[src/design/ttps_ram.sv]
// Generic simple dual-port RAM: one write port, one read port with a
// registered read that holds its data when no read is issued. No dependencies.
module ttps_ram #(
  parameter int WIDTH = 8,
  parameter int DEPTH = 16
) (
  input  logic                     clk,
  input  logic                     we,
  input  logic [$clog2(DEPTH)-1:0] waddr,
  input  logic [WIDTH-1:0]         wdata,
  input  logic                     re,
  input  logic [$clog2(DEPTH)-1:0] raddr,
  output logic [WIDTH-1:0]         rdata
);

  logic [WIDTH-1:0] mem [DEPTH];

  always_ff @(posedge clk) begin
    if (we) begin
      mem[waddr] <= wdata;
    end
    if (re) begin
      rdata <= mem[raddr];
    end
  end

endmodule

[config.mk]
export PLATFORM = sky130hd
export DESIGN_NAME = ttps_ram
export DESIGN_NICKNAME = d
export VERILOG_FILES = /design/src/design/ttps_ram.sv
export SDC_FILE = /design/constraint.sdc
export NUM_CORES = 1
export LEC_CHECK = 0
export BUFFER_PORTS_ARGS = -buffer_cell sky130_fd_sc_hd__buf_2
export CORE_MARGIN = 2
export CORE_UTILIZATION = 55
export CTS_CLUSTER_DIAMETER = 150
export DETAILED_ROUTE_END_ITERATION = 6
export PLACE_DENSITY = 0.7
export SLEW_MARGIN = 20
export SYNTH_ARGS = -nofsm -noshare
export SYNTH_HDL_FRONTEND = slang
export SYNTH_SLANG_ARGS = --single-unit
[constraint.sdc]
create_clock -name clk -period 3.2 [get_ports clk]
set_input_delay 0.32 -clock clk [delete_from_list [all_inputs] [get_ports clk]]
set_output_delay 0.32 -clock clk [all_outputs]
set_load 0.01 [all_outputs]
==> out/metrics.yaml <==
outcome:
  status: "finished clean"
drt:
  wire_per_inst_microns: 21.96
  drc: 0
  ant_nets: 0
  via_per_inst: 5.893
  wl_met2_mm: 4.452
  vias: 2428
  drt_iter0_drc: 224
  firstDrtPassIters: 5
  totalWireLength_mm: 9.046
  met1_length_mm: 3.932
  routed.top_layer: "met4"
  routed-wl-met3_microns: 464
layout:
  areaGrowthSynthToFinish_pct: 14.60
  final_cell_count_no_fill: 412
  drive_above_1_share_pct: 26.86
  final_area_sq_mm: 0.005991
  nNetsFinal: 289
  antennaDiodeCount: 0
  fill_cells: 601
sta:
  setup_tns_ns: 0
  hold_viol_final: 0
  drv_slew: 0
  fmax_mhz: 668.0
  worst_slew_pin_slew_ns: 0.9717
  hold_ws_ns: 0.1778
  final.period_utilization_pct: 46.78
  skew_ns: 0.007041
  rsz0062_at_grt: "false"
  setup_viol: 0
  min_period_ns: 1.497
  relSlewSlack_pct: 34.98
global_routing:
  grt_pass1_vias: 2482
  grt_max_degree: 33
  grt_usage_pct: 19.95
  grt_pass1_wl_mm: 14.07
  grt_antenna_before_repair: 0
  overflow: 0
clock_network:
  cts.sinks: 136
  clk_pin_slew_ns: 0.06
  numCtsBuffers: 17
  cts_setup_buffers: 0
  cts_root_buf: "clkbuf_8"
  cts-resized-gates: 0
  cts_max_level: 4
  ctsHoldBuffers: 0
  clock_latency_ns: 0.50
  cts_tree: "yes"
  cts_buffer_depth: 2
placement:
  gp_congestion: 0.7573
  place_inst: 380
  place_area_sq_mm: 0.005478
  hpwl_mm: 5.806
  io_buffers: 26
power:
  p_total_w: 0.003862
  powerDensity_mw_per_mm2: 644.6
  p_sw_w: 0.0007660
  seq_power_share_pct: 52.3
  power.share.clock_pct: 43.2
  p_sw_share_pct: 19.84
  power_frac_comb_pct: 4.5
  p_leak_nw: 1.984
  vdd_drop_max_mv: 0.3221
  internal_power_w: 0.003096
synth:
  synthesis.instances: 229
  synth_seq_area_share_pct: 78.12
  synth_fp_nets: 248
  synthDistinctLibCells: 18
  synth_seq_cells: 136
  avgSynthCellArea_sq_um: 22.83
  synth_area_sq_mm: 0.005228
  synth_warnings: 0
critical_path:
  cp-start-kind: "flop"
  slowest_stage: "mux4_1"
  crit_type: "flop to flop"
  crit_arrival_ns: 1.75
  required_ns: 3.45
  crit_chain: "mux4_1, a22oi_1, nand2_1"
  cpPeakStageDelay_ns: 0.51
  critPathCaptureType: "flop"
  crit_fanout: 1
min_path:
  hp-class: "input pin to flop"
die:
  die_w_microns: 101.5
  io_pins: 27
  die_h_microns: 101.5
  start_util_pct: 56.57
  dieArea_sq_mm: 0.01030
  design.core.area_sq_mm: 0.009240
  rows: 35
job:
  drv_cap: 0
==> flip-flops by register name, indices dropped and copies added, names as in the netlist <==
register and cells:
rdata 8, mem 128
==> power by group through the flow <==
stage | clock, W | combinational, W | sequential, W
after CTS | 0.00170 | 0.000176 | 0.00202
after global placement | 0 | 0.000173 | 0.00205
after global routing | 0.00177 | 0.000192 | 0.00202
after floorplan | 0 | 0.000101 | 0.00206
after detailed placement | 0 | 0.000175 | 0.00205
final | 0.00167 | 0.000174 | 0.00202
==> synthesized netlist by cell type, drive strengths merged <==
master | n | share of area [%]
mux4 | 32 | 15
nor2b | 1 | 0.12
clkdlybuf4s25 | 3 | 0.57
nand2 | 9 | 0.65
nor3 | 4 | 0.38
and2 | 1 | 0.12
buf | 7 | 1.1
or3b | 1 | 0.17
nand3 | 1 | 0.096
edfxtp | 136 | 78
nor2 | 13 | 0.93
a22oi | 16 | 2.3
and2b | 1 | 0.14
nand2b | 2 | 0.24
nand3b | 2 | 0.29
==> through the flow <==
stage / setup slack [ns] / util, %
after detailed placement: 1.208 / 59.28
after global placement: 1.186 / 59.28
final: 1.703 / 64.83
after CTS: 1.698 / 64.83
after floorplan: 1.387 / -
after global routing: 1.641 / 64.83
==> layer usage <==
metal | global-route usage, % | vias up
met5 | 0 | -
met4 | 9.356 | 0
met3 | 5.176 | 12
met2 | 31.02 | 90
met1 | 26.90 | 1258
li1 | - | 1068
==> path summary, 6_finish.rpt <==
check	from	to	slack, ns	cells past startpoint
hold / removal	re	rdata[6]	0.18	1
hold reg to reg	mem[13][6]	rdata[6]	0.75	3
setup reg to reg	mem[0][0]	rdata[0]	1.70	3
setup / recovery	mem[0][0]	rdata[0]	1.70	3
==> area by class of cell <==
| class | instances | area [sq um] | share of cell area, % |
|---|---|---|---|
| flip-flops and latches | 136 | 4084 | 68.17 |
| multi-input cells | 83 | 1057 | 17.65 |
| clock buffers | 22 | 432.9 | 7.226 |
| repair buffers | 32 | 175.2 | 2.924 |
| well taps | 129 | 161.4 | 2.694 |
| clock inverters | 10 | 80.08 | 1.337 |
==> placed cells by master, fill, tap and decap left out, types with 2 or more instances in the layout <==
cell type	netlist	final
edfxtp_1	136	136
buf_2	3	26
mux4_2	18	18
a22oi_1	16	16
clkbuf_16	0	16
mux4_1	14	14
nor2_1	13	13
nand2_1	9	9
buf_4	1	6
clkbuf_1	0	5
nor3_1	4	4
clkinv_2	0	4
clkinvlp_4	0	3
nand3b_1	2	2
nand2b_1	2	2
clkinv_1	0	2
==> cell families after synthesis <==
logic type / share of synthesized area (%)
DFF: 78.12
AOI/OAI and AO/OA: 2.298
muxes: 14.79
and+or+nand+nor: 3.136
buffers and inverters: 1.651
==> critical path: cells and delay by family (launching register included) <==
kind	cells	cell delay, ns
AO/OA/AOI/OAI	1	0.28
flip-flops	1	0.36
multiplexers	1	0.51
AND/OR/NAND/NOR	1	0.09
(Power assumes the default switching activity.)
