<file path="config.mk">
export PLATFORM = sky130hd
export DESIGN_NAME = ttps_resolve
export DESIGN_NICKNAME = d
export VERILOG_FILES = /design/src/design/ttps_pkg.sv /design/src/design/ttps_resolve.sv
export SDC_FILE = /design/constraint.sdc
export NUM_CORES = 1
export LEC_CHECK = 0
export ABC_AREA = 1
export BUFFER_PORTS_ARGS = -buffer_cell sky130_fd_sc_hd__buf_2
export CORE_AREA = 2 2 159 161
export DETAILED_ROUTE_END_ITERATION = 6
export DIE_AREA = 0 0 161 163
export SETUP_SLACK_MARGIN = 0.15
export SLEW_MARGIN = 0
export SYNTH_ARGS = -nofsm -noshare
export SYNTH_HDL_FRONTEND = slang
export SYNTH_SLANG_ARGS = --single-unit
</file>
<file path="constraint.sdc">
create_clock -name vclk -period 1.9
set_input_delay 0.19 -clock vclk [all_inputs]
set_output_delay 0.19 -clock vclk [all_outputs]
set_load 0.005 [all_outputs]
</file>
<file path="src/design/ttps_pkg.sv">
// Shared types and constants for the transposition table probe/store block.
// Has no dependencies; the top module and ttps_resolve import it.
package ttps_pkg;

  localparam int INDEX_BITS = 20;
  localparam int ADDR_W     = INDEX_BITS + 1;
  localparam int TABLE_SIZE = 1 << ADDR_W;

  localparam logic OP_PROBE = 1'b0;
  localparam logic OP_STORE = 1'b1;

  localparam logic [1:0] BOUND_EXACT = 2'd0;
  localparam logic [1:0] BOUND_UPPER = 2'd1;
  localparam logic [1:0] BOUND_LOWER = 2'd2;
  // Stored as given; a probe of such an entry never hits.
  localparam logic [1:0] BOUND_SPARE = 2'd3;

  localparam logic signed [31:0] MISS_SCORE = -32'sd10000000;

  typedef enum logic [1:0] {
    ST_CLEAR,
    ST_IDLE,
    ST_LOOKUP
  } state_t;

  // An entry that is not valid stands for a stored depth of minus one.
  typedef struct packed {
    logic               valid;
    logic [5:0]         depth;
    logic [1:0]         bound;
    logic signed [31:0] score;
    logic [63:0]        key;
  } entry_t;

  localparam int ENTRY_W = $bits(entry_t);

  typedef struct packed {
    logic               operation;
    logic [63:0]        position_key;
    logic [5:0]         search_depth;
    logic               side;
    logic signed [31:0] window_low;
    logic signed [31:0] window_high;
    logic [1:0]         bound_kind;
    logic signed [31:0] score;
  } item_t;

  typedef struct packed {
    logic               write;
    logic               hit;
    logic signed [31:0] score;
  } outcome_t;

endpackage

</file>
<file path="src/design/ttps_resolve.sv">
// Decides the outcome of one item against the entry read from the table.
// Depends on ttps_pkg.
module ttps_resolve (
  input  ttps_pkg::item_t    item,
  input  ttps_pkg::entry_t   entry,
  output ttps_pkg::outcome_t outcome,
  output ttps_pkg::entry_t   new_entry
);
  import ttps_pkg::*;

  logic match;

  assign match = entry.valid && (entry.key == item.position_key) &&
                 (entry.depth >= item.search_depth);

  always_comb begin
    outcome.write = 1'b0;
    outcome.hit   = 1'b0;
    outcome.score = '0;
    if (item.operation == OP_PROBE) begin
      outcome.score = MISS_SCORE;
      if (match) begin
        case (entry.bound)
          BOUND_EXACT: begin
            outcome.hit   = 1'b1;
            outcome.score = entry.score;
          end
          BOUND_UPPER: begin
            if (entry.score <= item.window_low) begin
              outcome.hit   = 1'b1;
              outcome.score = item.window_low;
            end
          end
          BOUND_LOWER: begin
            if (entry.score >= item.window_high) begin
              outcome.hit   = 1'b1;
              outcome.score = item.window_high;
            end
          end
          default: begin
            outcome.hit = 1'b0;
          end
        endcase
      end
    end else begin
      // A deeper stored entry is kept; anything else is replaced.
      outcome.write = !(entry.valid && (entry.depth > item.search_depth));
      outcome.hit   = outcome.write;
    end
  end

  always_comb begin
    new_entry.valid = 1'b1;
    new_entry.depth = item.search_depth;
    new_entry.bound = item.bound_kind;
    new_entry.score = item.score;
    new_entry.key   = item.position_key;
  end

endmodule
</file>
==> results by group <==
Status
  – Status: finished with violations
  – Failing checks: setup timing

Yosys
  – Seq/Total Area, Yosys: 0%
  – Syn_area_per_cell: 5.30 um2
  – Synth Cell Area: 5550 um2
  – Synth cell types: 40
  – Synthesized Nets: 1391
  – Synth area leaders: nand2_1 (22%), ha_1 (16%), buf_4 (15%)
  – Yosys warns: 0
  – Top cell type's share of synthesized area: 21.7%
  – Leading area contributor after synthesis: nand2_1
  – Gate count after technology mapping: 1046

Clocking
  – # hold bufs at CTS: 0

GRT
  – First-pass GRT wire length: 38.1 mm
  – Initial antenna violation count: 2
  – Vias in the first global route: 7026
  – Pin count of the biggest net entering global routing: 32
  – GRT Overall Usage: 18.4%
  – Total grt overflow: 0

Timing
  – Final hold vios: 0
  – Final worst slack: -0.362 ns
  – Final-report setup violation count: 33
  – Unrepaired setup endpoints after global routing: true
  – Final setup TNS: -10.08 ns
  – Slew headroom: 58.7%
  – Hold_ws: 0.380 ns
  – Worst Max-Slew Pin Slew: 0.619 ns
  – Final worst-path cycle share: 119%
  – Final min period: 2.26 ns
  – Final Slew Violations: 0
  – Fmax: 442 MHz

Place
  – IO buf count: 344
  – Number of cells after detailed placement: 1724
  – GP Congestion: 0.951
  – DP HPWL: 22.8 mm
  – Cell Area, Placed: 8320 um2
  – Place WS: -0.449 ns

Critical path
  – Worst setup SP type: primary input
  – CP endpoint kind: output pin
  – Worst endpoint required time: 1.71 ns
  – Arrival time at the worst endpoint: 2.07 ns
  – Critical path type: primary input to output pin
  – CP max FO: 13
  – Crit path from: entry[75]

Final layout
  – Finished Layout Cells: 1738
  – Area grow syn2layout: 73.9%
  – Storage cell area: 0 um2
  – Nets: 1753
  – Proportion of layout cells with a drive suffix above 1: 55.0%
  – Design Area, Final: 9650 um2
  – FF+latch count: 0
  – CLK BUF: 0
  – Fill count: 2670

Routing
  – First-pass detailed-route iteration total: 5
  – Residual DRC: 0
  – Drt wl/cell: 15.6 um
  – Antenna Nets Post-Route: 0
  – Routed WL: 27.1 mm
  – DR iter-0 viols: 574
  – Via count: 7540
  – Via/cell ratio: 4.34

Power and ir drop
  – Comb power frac: 100.0%
  – Power Internal: 1140 uW
  – Switching power total: 1210 uW
  – Static leakage: 0.00536 uW
  – Switching fraction of total power: 51.4%
  – PwrDens: 243 nW/um2
  – Peak VDD IR: 0.000102 V
  – Clock share of power: 0%
  – Sequential share of power: 0%

Floorplanning
  – # IOs: 414
  – Initial Util: 22.5%
  – Die X: 161 um
  – Die Y: 163 um
  – CORE AREA: 24700 um2
  – Row count: 58
  – Die area: 26200 um2

Run
  – MaxCap Viol Count: 0

Worst hold path
  – Hold crit path type: primary input to output pin
  – Hold_sp: item[1]
==> Yosys cell counts, types with 2 or more instances <==
cell / instances
nand4_1: 26
xor2_1: 8
a21o_1: 2
o21ai_0: 17
a21oi_1: 30
xnor2_1: 9
buf_4: 108
nor2_1: 84
buf_2: 3
or2_2: 25
nor3_2: 4
nand3_1: 75
clkbuf_1: 10
ha_1: 70
nor3_1: 19
buf_6: 3
o21a_1: 4
inv_1: 202
nor3b_1: 4
nand2_1: 320
nor2_2: 3
o2111ai_1: 2
==> final timing paths <==
kind / end / slack [ns] / depth (start not counted)
worst max-delay path: outcome[7] / -0.36 / 16
worst min-delay path: new_entry[65] / 0.38 / 0
==> worst max-delay path, cell delays in order <==
cell and delay [ns]:
buf_8 0.11, ha_4 0.27, nand4_1 0.15, nor3_2 0.21
nand2_1 0.08, nand2_1 0.09, nand2_2 0.07, nand3_2 0.09
nand3_4 0.18, buf_12 0.21, nand2_1 0.06, nand2_1 0.05
nand3_1 0.09, nand2_1 0.05, inv_1 0.07, buf_2 0.11
==> logic make-up after synthesis <==
logic type	synth area share, %
AND/OR/NAND/NOR	45.8
buffers and inverters	30.0
adder cells (fa/ha/maj)	15.8
AO/OA/AOI/OAI	5.68
XOR/XNOR	2.68
other	0.0676
==> cell usage in the layout (no fill, tap or decap), drive strengths merged <==
| master | n |
|---|---|
| inv | 203 |
| nor4 | 1 |
| a21oi | 30 |
| o2111ai | 2 |
| nand2 | 321 |
| nand4 | 27 |
| and2 | 1 |
| a21o | 2 |
| and3 | 1 |
| or2 | 26 |
| clkbuf | 4 |
| xnor2 | 9 |
| nor4b | 1 |
| clkinv | 1 |
| o22ai | 1 |
| nand3b | 1 |
| nor3 | 24 |
| o21ai | 18 |
| diode | 2 |
| nor2 | 87 |
| buf | 480 |
| nand3 | 77 |
| conb | 1 |
| nor3b | 5 |
| ha | 70 |
| xor2 | 8 |
| a31oi | 1 |
| o21a | 4 |
==> per-layer routing <==
layer  track usage (%)  part of all wire (%)  vias to the layer above  wire length (um)
met5                 0                     0                        -                 0
met4              2.44                   1.2                        0               337
met3             0.993                   5.3                       27              1420
met2              30.7                    46                      237             12400
met1              26.8                    48                     3424             12900
li1                  -                     -                     3852                 -
==> final cells by class <==
class | instances | area (um2) | area share, %
Multi-Input combinational cell | 718 | 5180 | 53.7
Antenna cell | 2 | 5.00 | 0.0519
Tap cell | 330 | 413 | 4.28
Timing Repair Buffer | 484 | 3240 | 33.5
Inverter | 204 | 813 | 8.43
==> power by group through the flow <==
| stage | logic, uW | clock network, uW | registers (uW) |
|---|---|---|---|
| 3_3_place_gp | 1860 | 0 | 0 |
| 2_1_floorplan | 1060 | 0 | 0 |
| 6_report | 2340 | 0.000141 | 0 |
| 5_1_grt | 2560 | 0.000141 | 0 |
| 3_5_place_dp | 1870 | 0 | 0 |
| 4_1_cts | 1920 | 0 | 0 |
==> per-stage QoR <==
stage	util (%)	power, uW
6_report	39.1	2340
3_3_place_gp	33.7	1860
5_1_grt	39.1	2560
4_1_cts	34.2	1920
3_5_place_dp	33.7	1870
2_1_floorplan	-	1060
==> what timing repair did <==
| action | 4_1_cts | 5_1_grt |
|---|---|---|
| endpoints found under the hold margin | 0 | 0 |
| gates cloned | 0 | 5 |
| buffers inserted | 2 | 5 |
| gates resized for setup | 28 | 265 |
| endpoints found under the setup margin | 33 | 33 |
| pin swaps | 5 | 91 |
Power figures use the tool's default switching activity.
